File: config.mk
export PLATFORM = sky130hd
export DESIGN_NAME = union_find_rank_compress_core
export DESIGN_NICKNAME = d
export VERILOG_FILES = /design/src/hw/rtl/ufrc_pkg.sv /design/src/hw/rtl/ufrc_table.sv /design/src/hw/rtl/union_find_rank_compress_core.sv
export VERILOG_INCLUDE_DIRS = /design/src /design/src/hw/rtl
export SDC_FILE = /design/constraint.sdc
export NUM_CORES = 1
export LEC_CHECK = 0
export ABC_AREA = 1
export BUFFER_PORTS_ARGS = -buffer_cell sky130_fd_sc_hd__buf_2
export CORE_ASPECT_RATIO = 0.9
export CORE_UTILIZATION = 40
export DETAILED_ROUTE_END_ITERATION = 10
export GPL_TIMING_DRIVEN = 0
export SLEW_MARGIN = 20
export SYNTH_ARGS = -nofsm -noshare
export SYNTH_HDL_FRONTEND = slang
export SYNTH_HIERARCHICAL = 1
export SYNTH_SLANG_ARGS = --single-unit
File: constraint.sdc
create_clock -name clock -period 3.05 [get_ports clock]
set_input_delay 0.4575 -clock clock [delete_from_list [all_inputs] [get_ports clock]]
set_output_delay 0.4575 -clock clock [all_outputs]
set_load 0.01 [all_outputs]
File: src/hw/rtl/assert_macros.svh
// ----------------------------------------------------------------------------
// Assertion macros
// Concurrent assertion helpers; compiled out when SYNTH is defined.
// ----------------------------------------------------------------------------
`ifndef ASSERT_MACROS_SVH
`define ASSERT_MACROS_SVH

`ifndef SYNTH
// Property must hold at every clock edge outside reset
`define AM_ASSERT(lbl, clk, rst, prop) \
   lbl: assert property (@(posedge clk) disable iff (rst) (prop)) \
      else $error("assertion failed");
// Antecedent implies consequent in the same cycle
`define AM_ASSERT_IMP(lbl, clk, rst, ante, cons) \
   lbl: assert property (@(posedge clk) disable iff (rst) (ante) |-> (cons)) \
      else $error("assertion failed");
// Antecedent implies consequent in the next cycle
`define AM_ASSERT_NEXT(lbl, clk, rst, ante, cons) \
   lbl: assert property (@(posedge clk) disable iff (rst) (ante) |=> (cons)) \
      else $error("assertion failed");
`else
`define AM_ASSERT(lbl, clk, rst, prop)
`define AM_ASSERT_IMP(lbl, clk, rst, ante, cons)
`define AM_ASSERT_NEXT(lbl, clk, rst, ante, cons)
`endif

`endif

File: src/hw/rtl/ufrc_pkg.sv
// ----------------------------------------------------------------------------
// ufrc_pkg
// Shared types and constants of the disjoint-set core.
// ----------------------------------------------------------------------------
package ufrc_pkg;

   // element ids and ranks
   localparam int ID_W       = 5;
   localparam int RANK_W     = 3;
   localparam logic [RANK_W-1:0] RANK_MAX = 3'd7;
   localparam logic [ID_W-1:0]   NUM_ELEMENTS_RESET = 5'd31;

   // command codes
   typedef enum logic {
      CMD_UNION = 1'b0,
      CMD_FIND  = 1'b1
   } cmd_type;

   // response status codes
   typedef enum logic [1:0] {
      STATUS_DONE    = 2'd0,
      STATUS_SAME    = 2'd1,
      STATUS_INVALID = 2'd2
   } status_type;

   // write enables of the table memories
   typedef struct packed {
      logic parent;
      logic rank;
   } table_we_type;

endpackage

File: src/hw/rtl/ufrc_table.sv
// ----------------------------------------------------------------------------
// ufrc_table
// Parent and rank memories: one write port each, one shared registered read.
// ----------------------------------------------------------------------------
module ufrc_table #(
   parameter int DEPTH = 32
) (
   input  logic                            clock,
   input  ufrc_pkg::table_we_type          we,
   input  logic [$clog2(DEPTH)-1:0]        waddr_parent,
   input  logic [$clog2(DEPTH)-1:0]        wdata_parent,
   input  logic [$clog2(DEPTH)-1:0]        waddr_rank,
   input  logic [ufrc_pkg::RANK_W-1:0]     wdata_rank,
   input  logic [$clog2(DEPTH)-1:0]        raddr,
   output logic [$clog2(DEPTH)-1:0]        rdata_parent,
   output logic [ufrc_pkg::RANK_W-1:0]     rdata_rank
);

   localparam int IDX_W = $clog2(DEPTH);

   logic [IDX_W-1:0]           parent_mem [DEPTH];
   logic [ufrc_pkg::RANK_W-1:0] rank_mem  [DEPTH];

   // write ports
   always_ff @(posedge clock) begin
      if (we.parent) begin
         parent_mem[waddr_parent] <= wdata_parent;
      end
      if (we.rank) begin
         rank_mem[waddr_rank] <= wdata_rank;
      end
   end

   // registered read of both memories at one address
   always_ff @(posedge clock) begin
      rdata_parent <= parent_mem[raddr];
      rdata_rank   <= rank_mem[raddr];
   end

endmodule

File: src/hw/rtl/union_find_rank_compress_core.sv
// ----------------------------------------------------------------------------
// union_find_rank_compress_core
// Disjoint-set table with union by rank and path compression.
// ----------------------------------------------------------------------------
//  channel   ports                                     handshake
//  request   req_command, req_elem_a, req_elem_b       start & !busy
//  response  rsp_status, rsp_representative            rsp_strobe, one cycle
//  csr       csr_wr_data (num_elements)                csr_wr_en
//
//  A find walks from the element up to its root, then compresses the path;
//  a union does so for both and links the roots unless both share one root.
//  Each link costs a read and a compare in the walk and a read plus a
//  write-back in compression, through one table read port and one comparator.
//  After reset a clearing pass writes every table entry in turn with busy
//  high. Invalid ids answer on the next cycle; the receiver cannot stall.
// ----------------------------------------------------------------------------
`include "assert_macros.svh"

module union_find_rank_compress_core #(
   parameter int TABLE_DEPTH = 32
) (
   input  logic                          clock,
   input  logic                          reset,
   input  logic                          start,
   output logic                          busy,
   input  logic                          req_command,
   input  logic [ufrc_pkg::ID_W-1:0]     req_elem_a,
   input  logic [ufrc_pkg::ID_W-1:0]     req_elem_b,
   output logic                          rsp_strobe,
   output logic [1:0]                    rsp_status,
   output logic [ufrc_pkg::ID_W-1:0]     rsp_representative,
   input  logic                          csr_wr_en,
   input  logic [ufrc_pkg::ID_W-1:0]     csr_wr_data
);

   localparam int IDX_W = $clog2(TABLE_DEPTH);
   localparam logic [IDX_W-1:0] LAST_IDX = IDX_W'(TABLE_DEPTH - 1);

   typedef enum logic [9:0] {
      ST_CLEAR   = 10'b00_0000_0001,
      ST_IDLE    = 10'b00_0000_0010,
      ST_WALK_RD = 10'b00_0000_0100,
      ST_WALK_CK = 10'b00_0000_1000,
      ST_COMP_RD = 10'b00_0001_0000,
      ST_COMP_CK = 10'b00_0010_0000,
      ST_JOIN    = 10'b00_0100_0000,
      ST_RANK_A  = 10'b00_1000_0000,
      ST_RANK_B  = 10'b01_0000_0000,
      ST_LINK    = 10'b10_0000_0000
   } state_type;

   state_type                    state_ff, state_in;
   logic                         cmd_ff, cmd_in;
   logic [ufrc_pkg::ID_W-1:0]    elem_b_ff, elem_b_in;
   logic [IDX_W-1:0]             start_id_ff, start_id_in;
   logic [IDX_W-1:0]             r_ff, r_in;
   logic [IDX_W-1:0]             cur_ff, cur_in;
   logic [IDX_W-1:0]             ra_ff, ra_in;
   logic [ufrc_pkg::RANK_W-1:0]  rka_ff, rka_in;
   logic                         second_ff, second_in;
   logic [IDX_W-1:0]             clr_ff, clr_in;
   logic [ufrc_pkg::ID_W-1:0]    num_ff, num_in;
   logic                         rsp_strobe_ff, rsp_strobe_in;
   logic [1:0]                   rsp_status_ff, rsp_status_in;
   logic [ufrc_pkg::ID_W-1:0]    rsp_rep_ff, rsp_rep_in;

   ufrc_pkg::table_we_type       tbl_we;
   logic [IDX_W-1:0]             tbl_waddr_parent;
   logic [IDX_W-1:0]             tbl_wdata_parent;
   logic [IDX_W-1:0]             tbl_waddr_rank;
   logic [ufrc_pkg::RANK_W-1:0]  tbl_wdata_rank;
   logic [IDX_W-1:0]             tbl_raddr;
   logic [IDX_W-1:0]             tbl_rparent;
   logic [ufrc_pkg::RANK_W-1:0]  tbl_rrank;

   logic [IDX_W-1:0]             cmp_lhs;
   logic [IDX_W-1:0]             cmp_rhs;
   logic                         cmp_eq;
   logic                         req_ok;

   ufrc_table #(
      .DEPTH (TABLE_DEPTH)
   ) u_table (
      .clock        (clock),
      .we           (tbl_we),
      .waddr_parent (tbl_waddr_parent),
      .wdata_parent (tbl_wdata_parent),
      .waddr_rank   (tbl_waddr_rank),
      .wdata_rank   (tbl_wdata_rank),
      .raddr        (tbl_raddr),
      .rdata_parent (tbl_rparent),
      .rdata_rank   (tbl_rrank)
   );

   function automatic logic id_ok(input logic [ufrc_pkg::ID_W-1:0] id,
                                  input logic [ufrc_pkg::ID_W-1:0] num);
      return (id != '0) && (id <= num) && (int'(id) < TABLE_DEPTH);
   endfunction

   // validate the incoming command
   always_comb begin
      if (req_command == ufrc_pkg::CMD_FIND) begin
         req_ok = id_ok(req_elem_a, num_ff);
      end else begin
         req_ok = id_ok(req_elem_a, num_ff) && id_ok(req_elem_b, num_ff);
      end
   end

   // steer the shared equality comparator
   always_comb begin
      unique case (state_ff)
         ST_WALK_CK: begin
            cmp_lhs = tbl_rparent;
            cmp_rhs = r_ff;
         end
         ST_JOIN: begin
            cmp_lhs = ra_ff;
            cmp_rhs = r_ff;
         end
         default: begin
            cmp_lhs = cur_ff;
            cmp_rhs = r_ff;
         end
      endcase
   end

   assign cmp_eq = (cmp_lhs == cmp_rhs);

   // sequencer
   always_comb begin
      state_in         = state_ff;
      cmd_in           = cmd_ff;
      elem_b_in        = elem_b_ff;
      start_id_in      = start_id_ff;
      r_in             = r_ff;
      cur_in           = cur_ff;
      ra_in            = ra_ff;
      rka_in           = rka_ff;
      second_in        = second_ff;
      clr_in           = clr_ff;
      rsp_strobe_in    = 1'b0;
      rsp_status_in    = rsp_status_ff;
      rsp_rep_in       = rsp_rep_ff;
      tbl_we           = '0;
      tbl_waddr_parent = cur_ff;
      tbl_wdata_parent = r_ff;
      tbl_waddr_rank   = ra_ff;
      tbl_wdata_rank   = tbl_rrank;
      tbl_raddr        = r_ff;

      unique case (state_ff)
         ST_CLEAR: begin
            // load identity parents and zero ranks
            tbl_we.parent    = 1'b1;
            tbl_we.rank      = 1'b1;
            tbl_waddr_parent = clr_ff;
            tbl_wdata_parent = clr_ff;
            tbl_waddr_rank   = clr_ff;
            tbl_wdata_rank   = '0;
            clr_in           = clr_ff + 1'b1;
            if (clr_ff == LAST_IDX) begin
               state_in = ST_IDLE;
            end
         end
         ST_IDLE: begin
            if (start) begin
               cmd_in    = req_command;
               elem_b_in = req_elem_b;
               second_in = 1'b0;
               if (!req_ok) begin
                  rsp_strobe_in = 1'b1;
                  rsp_status_in = ufrc_pkg::STATUS_INVALID;
                  rsp_rep_in    = '0;
               end else begin
                  start_id_in = IDX_W'(req_elem_a);
                  r_in        = IDX_W'(req_elem_a);
                  state_in    = ST_WALK_RD;
               end
            end
         end
         ST_WALK_RD: begin
            tbl_raddr = r_ff;
            state_in  = ST_WALK_CK;
         end
         ST_WALK_CK: begin
            // stop at a self-parented entry, else follow the link
            if (cmp_eq) begin
               cur_in   = start_id_ff;
               state_in = ST_COMP_RD;
            end else begin
               r_in     = tbl_rparent;
               state_in = ST_WALK_RD;
            end
         end
         ST_COMP_RD: begin
            if (cmp_eq) begin
               if (cmd_ff == ufrc_pkg::CMD_FIND) begin
                  rsp_strobe_in = 1'b1;
                  rsp_status_in = ufrc_pkg::STATUS_DONE;
                  rsp_rep_in    = ufrc_pkg::ID_W'(r_ff);
                  state_in      = ST_IDLE;
               end else if (!second_ff) begin
                  // first root held, walk from the second element
                  ra_in       = r_ff;
                  second_in   = 1'b1;
                  start_id_in = IDX_W'(elem_b_ff);
                  r_in        = IDX_W'(elem_b_ff);
                  state_in    = ST_WALK_RD;
               end else begin
                  state_in = ST_JOIN;
               end
            end else begin
               tbl_raddr = cur_ff;
               state_in  = ST_COMP_CK;
            end
         end
         ST_COMP_CK: begin
            // point the visited entry at the root, advance along the old link
            tbl_we.parent    = 1'b1;
            tbl_waddr_parent = cur_ff;
            tbl_wdata_parent = r_ff;
            cur_in           = tbl_rparent;
            state_in         = ST_COMP_RD;
         end
         ST_JOIN: begin
            if (cmp_eq) begin
               rsp_strobe_in = 1'b1;
               rsp_status_in = ufrc_pkg::STATUS_SAME;
               rsp_rep_in    = ufrc_pkg::ID_W'(ra_ff);
               state_in      = ST_IDLE;
            end else begin
               state_in = ST_RANK_A;
            end
         end
         ST_RANK_A: begin
            tbl_raddr = ra_ff;
            state_in  = ST_RANK_B;
         end
         ST_RANK_B: begin
            tbl_raddr = r_ff;
            rka_in    = tbl_rrank;
            state_in  = ST_LINK;
         end
         ST_LINK: begin
            // link lower-ranked root under the other; tie: b's root under a's
            tbl_we.parent = 1'b1;
            rsp_strobe_in = 1'b1;
            rsp_status_in = ufrc_pkg::STATUS_DONE;
            state_in      = ST_IDLE;
            priority if (rka_ff < tbl_rrank) begin
               tbl_waddr_parent = ra_ff;
               tbl_wdata_parent = r_ff;
               rsp_rep_in       = ufrc_pkg::ID_W'(r_ff);
            end else if (rka_ff > tbl_rrank) begin
               tbl_waddr_parent = r_ff;
               tbl_wdata_parent = ra_ff;
               rsp_rep_in       = ufrc_pkg::ID_W'(ra_ff);
            end else begin
               tbl_waddr_parent = r_ff;
               tbl_wdata_parent = ra_ff;
               rsp_rep_in       = ufrc_pkg::ID_W'(ra_ff);
               if (rka_ff < ufrc_pkg::RANK_MAX) begin
                  tbl_we.rank    = 1'b1;
                  tbl_waddr_rank = ra_ff;
                  tbl_wdata_rank = rka_ff + 1'b1;
               end
            end
         end
         default: begin
            state_in = ST_IDLE;
         end
      endcase
   end

   // element count register
   assign num_in = csr_wr_en ? csr_wr_data : num_ff;

   // control registers
   always_ff @(posedge clock) begin
      if (reset) begin
         state_ff      <= ST_CLEAR;
         clr_ff        <= '0;
         num_ff        <= ufrc_pkg::NUM_ELEMENTS_RESET;
         rsp_strobe_ff <= 1'b0;
         second_ff     <= 1'b0;
      end else begin
         state_ff      <= state_in;
         clr_ff        <= clr_in;
         num_ff        <= num_in;
         rsp_strobe_ff <= rsp_strobe_in;
         second_ff     <= second_in;
      end
   end

   // datapath registers
   always_ff @(posedge clock) begin
      cmd_ff        <= cmd_in;
      elem_b_ff     <= elem_b_in;
      start_id_ff   <= start_id_in;
      r_ff          <= r_in;
      cur_ff        <= cur_in;
      ra_ff         <= ra_in;
      rka_ff        <= rka_in;
      rsp_status_ff <= rsp_status_in;
      rsp_rep_ff    <= rsp_rep_in;
   end

   assign busy               = (state_ff != ST_IDLE);
   assign rsp_strobe         = rsp_strobe_ff;
   assign rsp_status         = rsp_status_ff;
   assign rsp_representative = rsp_rep_ff;

   // checks
   `AM_ASSERT_IMP(a_strobe_ends_cmd, clock, reset, rsp_strobe, !busy && $past(!reset))
   `AM_ASSERT_NEXT(a_accept_progress, clock, reset, start && !busy, busy || rsp_strobe)
   `AM_ASSERT_IMP(a_same_from_union, clock, reset, rsp_strobe && rsp_status == ufrc_pkg::STATUS_SAME, cmd_ff == ufrc_pkg::CMD_UNION)
   `AM_ASSERT_IMP(a_no_write_idle, clock, reset, state_ff == ST_IDLE, tbl_we == '0)

endmodule
Word level (Yosys, flattened, before mapping)
Memories as Yosys holds them, arrays and structs flattened. A register that Yosys moved wholly into a read port is not among the register bits. Index checks and enable logic that the tools add are counted.

Eq/ne operators: 24. Muxes and demuxes: 63. Reductions and logical operators: 18. Bitwise logic cells: 2. Add/sub/neg operators: 2. Magnitude comparators: 5.

Operator list (count): one-hot mux 10 bit (9 select lines) (1); two-way mux 5 bit (17); one-hot mux 5 bit (2 select lines) (6); two-way mux 10 bit (3); != test 2 bit (second input constant) (11); two-way mux 7 bit (3); one-hot mux 5 bit (4 select lines) (1); two-way mux 1 bit (17); one-hot mux 5 bit (3 select lines) (1); AND reduction 6 bit (2); equality test 10 x 1 -> 1 bit (second input constant) (1); equality test 10 bit (second input constant) (1); equality test 10 x 2 -> 1 bit (second input constant) (1); equality test 10 x 3 -> 1 bit (second input constant) (1); equality test 10 x 4 -> 1 bit (second input constant) (1); equality test 10 x 5 -> 1 bit (second input constant) (1); equality test 10 x 6 -> 1 bit (second input constant) (1); equality test 10 x 7 -> 1 bit (second input constant) (1); equality test 10 x 8 -> 1 bit (second input constant) (1); equality test 10 x 9 -> 1 bit (second input constant) (1); less-or-equal comparator 5 bit (2); two-way mux 2 bit (5); != test 10 x 2 -> 1 bit (second input constant) (1); nonzero test 5 bit (2); 23 further kinds (32).

Register bits: 58. Memories: 2. Logic and storage cells: 130. Memory bits (writable): 256.

Memory list: u_table.parent_mem (words 32, width 5, read ports 1, clocked after Yosys merged registers in 1, write ports 1, line ufrc_table.sv:21) `logic [IDX_W-1:0] parent_mem [DEPTH];`; u_table.rank_mem (words 32, width 3, read ports 1, clocked after Yosys merged registers in 1, write ports 1, line ufrc_table.sv:22) `logic [ufrc_pkg::RANK_W-1:0] rank_mem [DEPTH];`.

Depth between registers and ports, before layout
Gate-level depths: netlist of run 1.

Depth after elaboration: 7. Mapped depth: 26. Depth with buffers taken out: 24.

By module
Netlist of run 1, hierarchy kept.

Modules (own cells, without submodules): ufrc_table (cells each 971, sequential area each 7847.5 um2, area each 10981.8 um2, instances 1); union_find_rank_compress_core (cells each 460, sequential area each 1521.5 um2, area each 3608.5 um2, instances 1).

Worst setup path before layout of run 1
OpenSTA, ideal clock, no wires.

Path kind: reg-to-reg. Start point: reg rka_ff[2] (netlist name). End point: mem u_table/rank_mem[0][1] (netlist name), data pin. Period minus slack after synthesis: 3.183 ns. Setup time: 0.454 ns. Cell stages (with the launch flop): 9. Arrival time: 2.729 ns. Setup slack: -0.133 ns. Buffers on the path: 0. Data required time: 2.596 ns. Path through: edfxtp_1 ha_1 a21oi_1 nand2_1 inv_1 nor3_1 nand2_1 nand2_1 o21ai_0.

Word-level cells in the longest chain between the ends: 5.

RTL lines: start: declaration (line union_find_rank_compress_core.sv:59) `logic [ufrc_pkg::RANK_W-1:0] rka_ff, rka_in;`; start signal: assignment (line union_find_rank_compress_core.sv:303) `rka_ff <= rka_in;`; < comparator 3 bit (line union_find_rank_compress_core.sv:262) `if (rka_ff < ufrc_pkg::RANK_MAX) begin`; two-way mux 3 bit (line union_find_rank_compress_core.sv:262); two-way mux 3 bit (line union_find_rank_compress_core.sv:254) `end else if (rka_ff > tbl_rrank) begin`; two-way mux 3 bit * (line union_find_rank_compress_core.sv:250) `priority if (rka_ff < tbl_rrank) begin`; one-hot mux 3 bit (2 select lines) * (line union_find_rank_compress_core.sv:151) `unique case (state_ff)`; via tbl_wdata_rank, one bit (line union_find_rank_compress_core.sv:71) `logic [ufrc_pkg::RANK_W-1:0] tbl_wdata_rank;`; end: declaration (line ufrc_table.sv:22).

Mark *: on every way through the listed nets, which the timed path passes. The rest lies on a longest branch.

Worst setup path in the final report of run 1
Start point: reg state_ff[6]. End point: reg u_table.rdata_parent[1], read port of u_table.parent_mem.

Word-level cells in the longest chain between the ends: 5.

RTL lines: start: declaration (line union_find_rank_compress_core.sv:52) `state_type state_ff, state_in;`; start signal: assignment (line union_find_rank_compress_core.sv:287) `state_ff <= state_in;`; equality test 10 x 7 -> 1 bit or equality test 10 x 4 -> 1 bit (tied branches) (line union_find_rank_compress_core.sv:111) `unique case (state_ff)`; one-hot mux 5 bit (2 select lines) (line union_find_rank_compress_core.sv:111); equality test 5 bit (line union_find_rank_compress_core.sv:127) `assign cmp_eq = (cmp_lhs == cmp_rhs);`; two-way mux 5 bit (line union_find_rank_compress_core.sv:196) `if (cmp_eq) begin`; one-hot mux 5 bit (2 select lines) * (line union_find_rank_compress_core.sv:151); via tbl_raddr[0] (line union_find_rank_compress_core.sv:72) `logic [IDX_W-1:0] tbl_raddr;`; end: declaration (line ufrc_table.sv:15) `output logic [$clog2(DEPTH)-1:0] rdata_parent,`.

Marks and branches as above. A chain may end at the register's enable or synchronous reset.

==> results of run 1 <==
==> synthesized netlist by cell type <==
cell      count  area share (%)
nor2_2        3            0.13
nand3_2       3            0.21
o21ai_2       1           0.060
ha_1         16             1.4
nor3b_1       1           0.051
buf_1         2           0.051
inv_1        86             2.2
nor3_1       12            0.41
nor2_1       87             2.2
o21a_1        1           0.051
xor2_1        1           0.060
a21oi_1      25            0.86
edfxtp_1    292              60
nand2_2      10            0.43
nand2_1     469              12
nand4_1       4            0.17
clkinv_1      1           0.026
nand3b_1      1           0.051
nor2_4        6            0.46
a21o_1        1           0.051
or2_2         1           0.043
nand4_2       1           0.086
clkinv_4      1           0.060
dfxtp_1      30             4.1
nor4_1        5            0.21
inv_2         5            0.13
nand2_4       3            0.23
o21ai_1       5            0.17
o21ai_0      25            0.86
o221ai_1      4            0.24
nor3_2        2            0.14
nand3_1     248             8.5
a21oi_2       3            0.18
o22ai_1       5            0.21
buf_4         5            0.26
buf_2        15            0.51
a31oi_1       3            0.13
o211ai_1      9            0.46
buf_6        27             2.1
clkbuf_1     12            0.31
==> registers in the layout, summed over array words and instances, names as in the netlist <==
name / count
start_id_ff: 5
num_ff: 5
clr_ff: 5
rsp_strobe: 1
u_table/rdata_rank: 3
u_table/rank_mem: 96
elem_b_ff: 5
ra_ff: 5
rsp_status: 2
cmd_ff: 1
rsp_representative: 5
state_ff: 10
u_table/rdata_parent: 5
u_table/parent_mem: 160
second_ff: 1
cur_ff: 5
cmp_rhs: 5
rka_ff: 3
==> repair_timing <==
| action | CTS | global route |
|---|---|---|
| gates cloned | 4 | 3 |
| setup buffers | 19 | 19 |
| pin swaps | 19 | 35 |
| endpoints found under the hold margin | 0 | 0 |
| gates resized for setup | 209 | 129 |
| endpoints found under the setup margin | 272 | 272 |
| hold buffers | 0 | 0 |
==> routing by layer <==
layer / vias to the layer above / share of wire [%] / GRT usage [%] / wire [um]
met5: - / 0 / 0 / 0
met4: 0 / 2.9 / 7.61 / 1260
met3: 98 / 7.7 / 3.86 / 3310
met2: 481 / 47 / 35.9 / 20200
met1: 5383 / 42 / 30.8 / 18000
li1: 5187 / - / - / -
==> through the flow <==
stage	TNS (ps)	power, W	cell area, um2
after floorplan	0	0.00610	14600
after global placement	-270280	0.00659	15300
after detailed placement	-82510	0.00673	15600
after CTS	-186	0.0111	17700
after global routing	-6670	0.0117	18500
final	-254	0.0113	18500
==> area by class of cell <==
class                   instances  area, um2  area share (%)
flip-flops and latches        322       9380            50.8
multi-input cells             955       5360            29.0
clock buffers                  49       1020            5.53
repair buffers                 92        827            4.48
plain buffers                  59        808            4.38
well taps                     469        587            3.18
inverters                      93        374            2.03
clock inverters                16        110           0.596
repair inverters                1       7.51          0.0406
==> worst reg2reg max path: cells and delay by family (launching register included) <==
family                 cells  cell delay (ps)
and+or+nand+nor           21             2090
DFF                        1              340
buffers and inverters      4              560
==> layout by cell type, fill, tap and decap left out, types with 9 or more instances in the layout <==
master | netlist | final
buf_6 | 27 | 24
buf_2 | 15 | 28
o211ai_1 | 9 | 9
nor2_1 | 87 | 32
dfxtp_1 | 30 | 22
clkbuf_16 | 0 | 46
buf_8 | 0 | 13
nand3_1 | 248 | 181
nand3_4 | 0 | 14
clkbuf_1 | 12 | 11
edfxtp_1 | 292 | 292
nor2_2 | 3 | 22
inv_1 | 86 | 79
o21ai_0 | 25 | 20
nand3_2 | 3 | 56
nor2_4 | 6 | 42
buf_4 | 5 | 52
nand2_1 | 469 | 433
buf_12 | 0 | 14
ha_1 | 16 | 16
nor3_1 | 12 | 12
nand2_2 | 10 | 42
a21oi_1 | 25 | 24
==> cell families after synthesis <==
| group | Yosys count |
|---|---|
| compound gates | 82 |
| xor+xnor | 1 |
| simple gates | 856 |
| fa+ha+maj | 16 |
| flops | 322 |
| buf+inv | 154 |
==> power by group through the flow <==
| stage | clock network [W] | logic, W | registers (W) |
|---|---|---|---|
| global route | 0.00440 | 0.00195 | 0.00534 |
| floorplan | 0 | 0.000694 | 0.00540 |
| CTS | 0.00421 | 0.00160 | 0.00532 |
| global placement | 0 | 0.00115 | 0.00544 |
| detailed placement | 0 | 0.00132 | 0.00541 |
| finish | 0.00416 | 0.00185 | 0.00532 |
==> worst max-delay path by stage <==
stage | cells past startpoint | slack, ps | endpoint | startpoint
floorplan | 7 | 300 | u_table/rank_mem[0][2] | rka_ff[2]
global placement | 8 | -1120 | u_table/rank_mem[2][2] | rka_ff[2]
detailed placement | 24 | -700 | u_table/rdata_parent[1] | state_ff[4]
CTS | 23 | -50 | u_table/rdata_parent[1] | state_ff[7]
global route | 26 | -200 | u_table/rdata_parent[4] | state_ff[9]
finish | 25 | -70 | u_table/rdata_parent[1] | state_ff[6]
==> impl_metrics.ini, run 1 <==
[synth]
syn_inst = 1431
ys_seq_elements = 322
synth_fa_ha_area_share_pct = 1.37
post_synth_and_or_nand_nor_area_fraction_pct = 25.4
synth.avg_cell_area_um2 = 10.2
synth_seq_area_share_pct = 64.2
synth_top_family_by_area = simple AND/OR/NAND/NOR gates
synth_area_um2 = 14600
synth_xor_area_share_pct = 0.0600
synth_fp_nets = 1467
yosysWarnings = 6
yosys-mux-area-fraction_pct = 0
synth_compound_area_share_pct = 3.28
synth.distinct_cells = 40

[critical_path]
arrival_ps = 3510
crit_top_cell = nand2_2
critPathTopFamily = simple AND/OR/NAND/NOR gates
timing.rr.end = u_table/rdata_parent[1]
worst-path-buf-inv = 4
path_max_fanout = 7
worst_ep_required_time_ps = 3440
slowest_delay_ps = 340
critical_path_class = register to register
cp-start-kind = register
slowest_stage = dfxtp_2
r2r_cells = 25
r2r_start = state_ff[6]
cp-end-kind = register
rrSetupSlack_ps = -70

[power]
p_seq_share_pct = 47.0
switching_share_pct = 27.4
p_int_w = 0.00823
power_density_nw_per_um2 = 614
pwr-share-comb_pct = 16.3
netSwitchingPower_w = 0.00310
p_clk_share_pct = 36.7
vdd_drop_max_uv = 357
leakage_nw = 7.22

[sta]
min_period_over_period_pct = 102
slew_violations = 0
fin_ws_ps = -69.2
finalCriticalPeriod_ps = 3120
slew_headroom_pct = 53.2
rsz0062_at_grt = yes
fin_worst_skew_ps = 31.0
max_freq_mhz = 321
tightest_slew_ps = 696
finalSetupViolations = 5
whs_ps = 143
hold_viol = 0

[cts]
path_clk_slew_ps = 60
cts_buffers = 36
ctsLongestPathBuffers = 3
cts_sinks = 322
worstSkewPairLatency_ps = 540
cts_root_buffer = clkbuf_16
cts_tree = done
h-tree-depth = 2

[floorplanning]
initial_core_util_pct = 41.1
pin_count = 29
fp.dieH_um = 183
core_um2 = 35500
die_w_um = 203
row_count = 65
dieArea_um2 = 37200

[placement]
gp_congestion = 0.890
pre_cts_ws_ps = -697
dp_hpwl_um = 28700
portBuffers = 26
placed_cells = 1948

[hold_path]
hold_depth = 3
min_from = csr_wr_data[4]
hold_end = num_ff[4]
hp-class = primary input to register

[global_route]
grt_pass1_vias = 10600
grt_antenna_before_repair = 1
grtUsageTotal_pct = 22.4
grt_pass1_wl_um = 62400
grt_max_degree = 24
grt_overflow = 0

[routing]
num_vias = 11100
drtIter0Drc = 1178
drtAntennaViolNets = 0
drt_wl_total_um = 42800
drc = 0
routedWlPerCell_um = 20.8
drt_first_pass_iters = 6
vias_per_cell = 5.42

[cells_and_area]
final_core_util_pct = 52.1
fillers = 3111
num-nets-final = 1596
instances_no_fill = 2056
diodes = 0
area_growth_pct = 26.6
layout-drive-gt1-share_pct = 26.7

[status]
status = finished with violations
violations = negative setup slack

[job]
maxCapViolCount = 0
No activity file was read; power rests on OpenSTA's default activity.
==> inputs of run 2 (changes only) <==
Settings changed: CTS_BUF_LIST set to sky130_fd_sc_hd__clkbuf_8 sky130_fd_sc_hd__clkbuf_16.
==> run 2 against run 1 <==
Net effect:
- the flow still finishes with violations (negative setup slack)
- clock skew decreased by 1.1 ps
- via count is 0.11% lower
- maximum frequency fell by 0.46%
- first-iteration DRC count is 1.2% lower
- count of clock-buffer cells in the layout fell by 8
- critical endpoint unchanged
- largest cell class unchanged
- largest power group unchanged
==> impl_metrics.ini, run 2 (same netlist as run 1, synthesis figures left out) <==
[status]
status = finished with violations
violations = negative setup slack

[sta]
finalCriticalPeriod_ps = 3130
rsz0062_at_grt = yes
tightest_slew_ps = 698
hold_viol = 0
fin_worst_skew_ps = 29.9
finalSetupViolations = 7
slew_headroom_pct = 53.1
max_freq_mhz = 319
min_period_over_period_pct = 103
slew_violations = 0
fin_ws_ps = -83.5

[cells_and_area]
reg_top3 = u_table/parent_mem (160), u_table/rank_mem (96), state_ff (10)
layout_common_cells = nand2_1, edfxtp_1, nand3_1
layout_commonest_cell = nand2_1
regMostFlops = u_table/parent_mem
fin_area_um2 = 18500
layout-drive-gt1-share_pct = 26.7
largest_reg_flops = 160
area_growth_pct = 26.6
num-nets-final = 1596

[routing]
routedWlPerCell_um = 20.8
drt_wl_total_um = 42800
drtAntennaViolNets = 0
drtIter0Drc = 1164
vias_per_cell = 5.41
drt_first_pass_iters = 5
num_vias = 11100
drc = 0

[placement]
portBuffers = 26
gp_congestion = 0.890
pre_cts_ws_ps = -697
dp_hpwl_um = 28700
dpl_cell_area_um2 = 15600

[cts]
path_clk_slew_ps = 50
cts_buffers = 36
cts_sinks = 322
worstSkewPairLatency_ps = 540
h-tree-depth = 2
cts_root_buffer = clkbuf_16
cts_tree = done
hold_buffers = 0
ctsLongestPathBuffers = 3

[critical_path]
critical_path_class = register to register
worst_ep_required_time_ps = 3440
crit_top_cell = nand2_2
arrival_ps = 3530
path_max_fanout = 7
slowest_delay_ps = 340
cp-start-kind = register
slowest_stage = dfxtp_2
cp-end-kind = register

[global_route]
grt_overflow = 0
grt_pass1_wl_um = 62400
grt_max_degree = 24
grt_antenna_before_repair = 1
grtUsageTotal_pct = 22.4
grt_pass1_vias = 10600

[floorplanning]
fp.dieH_um = 183
dieArea_um2 = 37200
pin_count = 29
die_w_um = 203
row_count = 65
core_um2 = 35500
initial_core_util_pct = 41.1

[job]
maxCapViolCount = 0

[hold_path]
hp-class = primary input to register

[power]
power_w = 0.0113
vdd_drop_max_uv = 361
power_density_nw_per_um2 = 612
leakage_nw = 7.26
-- run 2: changes by cell type in the layout (fill, tap and decap cells not counted) --
cell / previous run / this run
clkbuf_1: 11 / 3
diode_2: 0 / 1
inv_1: 79 / 87
-- run 2: final cells by class --
type                            count  area (um2)
Timing Repair inverter              1        7.51
Clock buffer                       41         992
Buffer                             59         808
Fill cell                        3112       17000
Inverter                           93         374
Clock inverter                     24         140
Tap cell                          469         587
Multi-Input combinational cell    955        5360
Timing Repair Buffer               92         827
Antenna cell                        1        2.50
Sequential cell                   322        9380
-- run 2: power breakdown --
part	switching, W	leakage [nW]	total (W)	internal [W]
clock	0.00172	0.585	0.00413	0.00241
combinational	0.00131	3.73	0.00185	0.000545
sequential	0.0000712	2.95	0.00532	0.00525
total	0.00310	7.26	0.0113	0.00821
-- run 2: layer usage --
layer | GRT usage, % | wire (um) | up-vias
li1 | - | - | 5190
met1 | 30.8 | 18200 | 5387
met2 | 35.9 | 20100 | 472
met3 | 3.86 | 3220 | 88
met4 | 7.58 | 1180 | 0
met5 | 0 | 0 | -
-- run 2: final timing paths --
path	from	end	slack [ps]	cells after the start
hold / removal	csr_wr_data[4]	num_ff[4]	140	3
hold reg to reg	u_table/rdata_rank[1]	rka_ff[1]	440	0
setup / recovery	state_ff[6]	u_table/rdata_parent[1]	-80	25
setup reg to reg	state_ff[6]	u_table/rdata_parent[1]	-80	25
-- run 2: through the flow --
| stage | hold slack, ps | setup TNS, ps | utilization (%) | instances |
|---|---|---|---|---|
| floorplan | 408 | 0 | - | 1431 |
| global placement | 440 | -270280 | 43.2 | 1926 |
| detailed placement | 418 | -82510 | 43.9 | 1948 |
| CTS | 131 | -187 | 49.9 | 2035 |
| global route | 133 | -6700 | 52.1 | 2056 |
| finish | 142 | -320 | 52.1 | 2057 |
-- run 2: worst max-delay path: cells and delay by family (launching register included) --
kind,cells,cell delay [ps]
and+or+nand+nor,21,2100
DFF,1,340
buffers and inverters,4,550
-- run 2: timing repair --
item                       4_1_cts  5_1_grt
gates resized for setup        209      129
pin swaps                       19       35
buffers inserted                19       19
setup endpoints to repair      272      272
gates cloned                     4        3
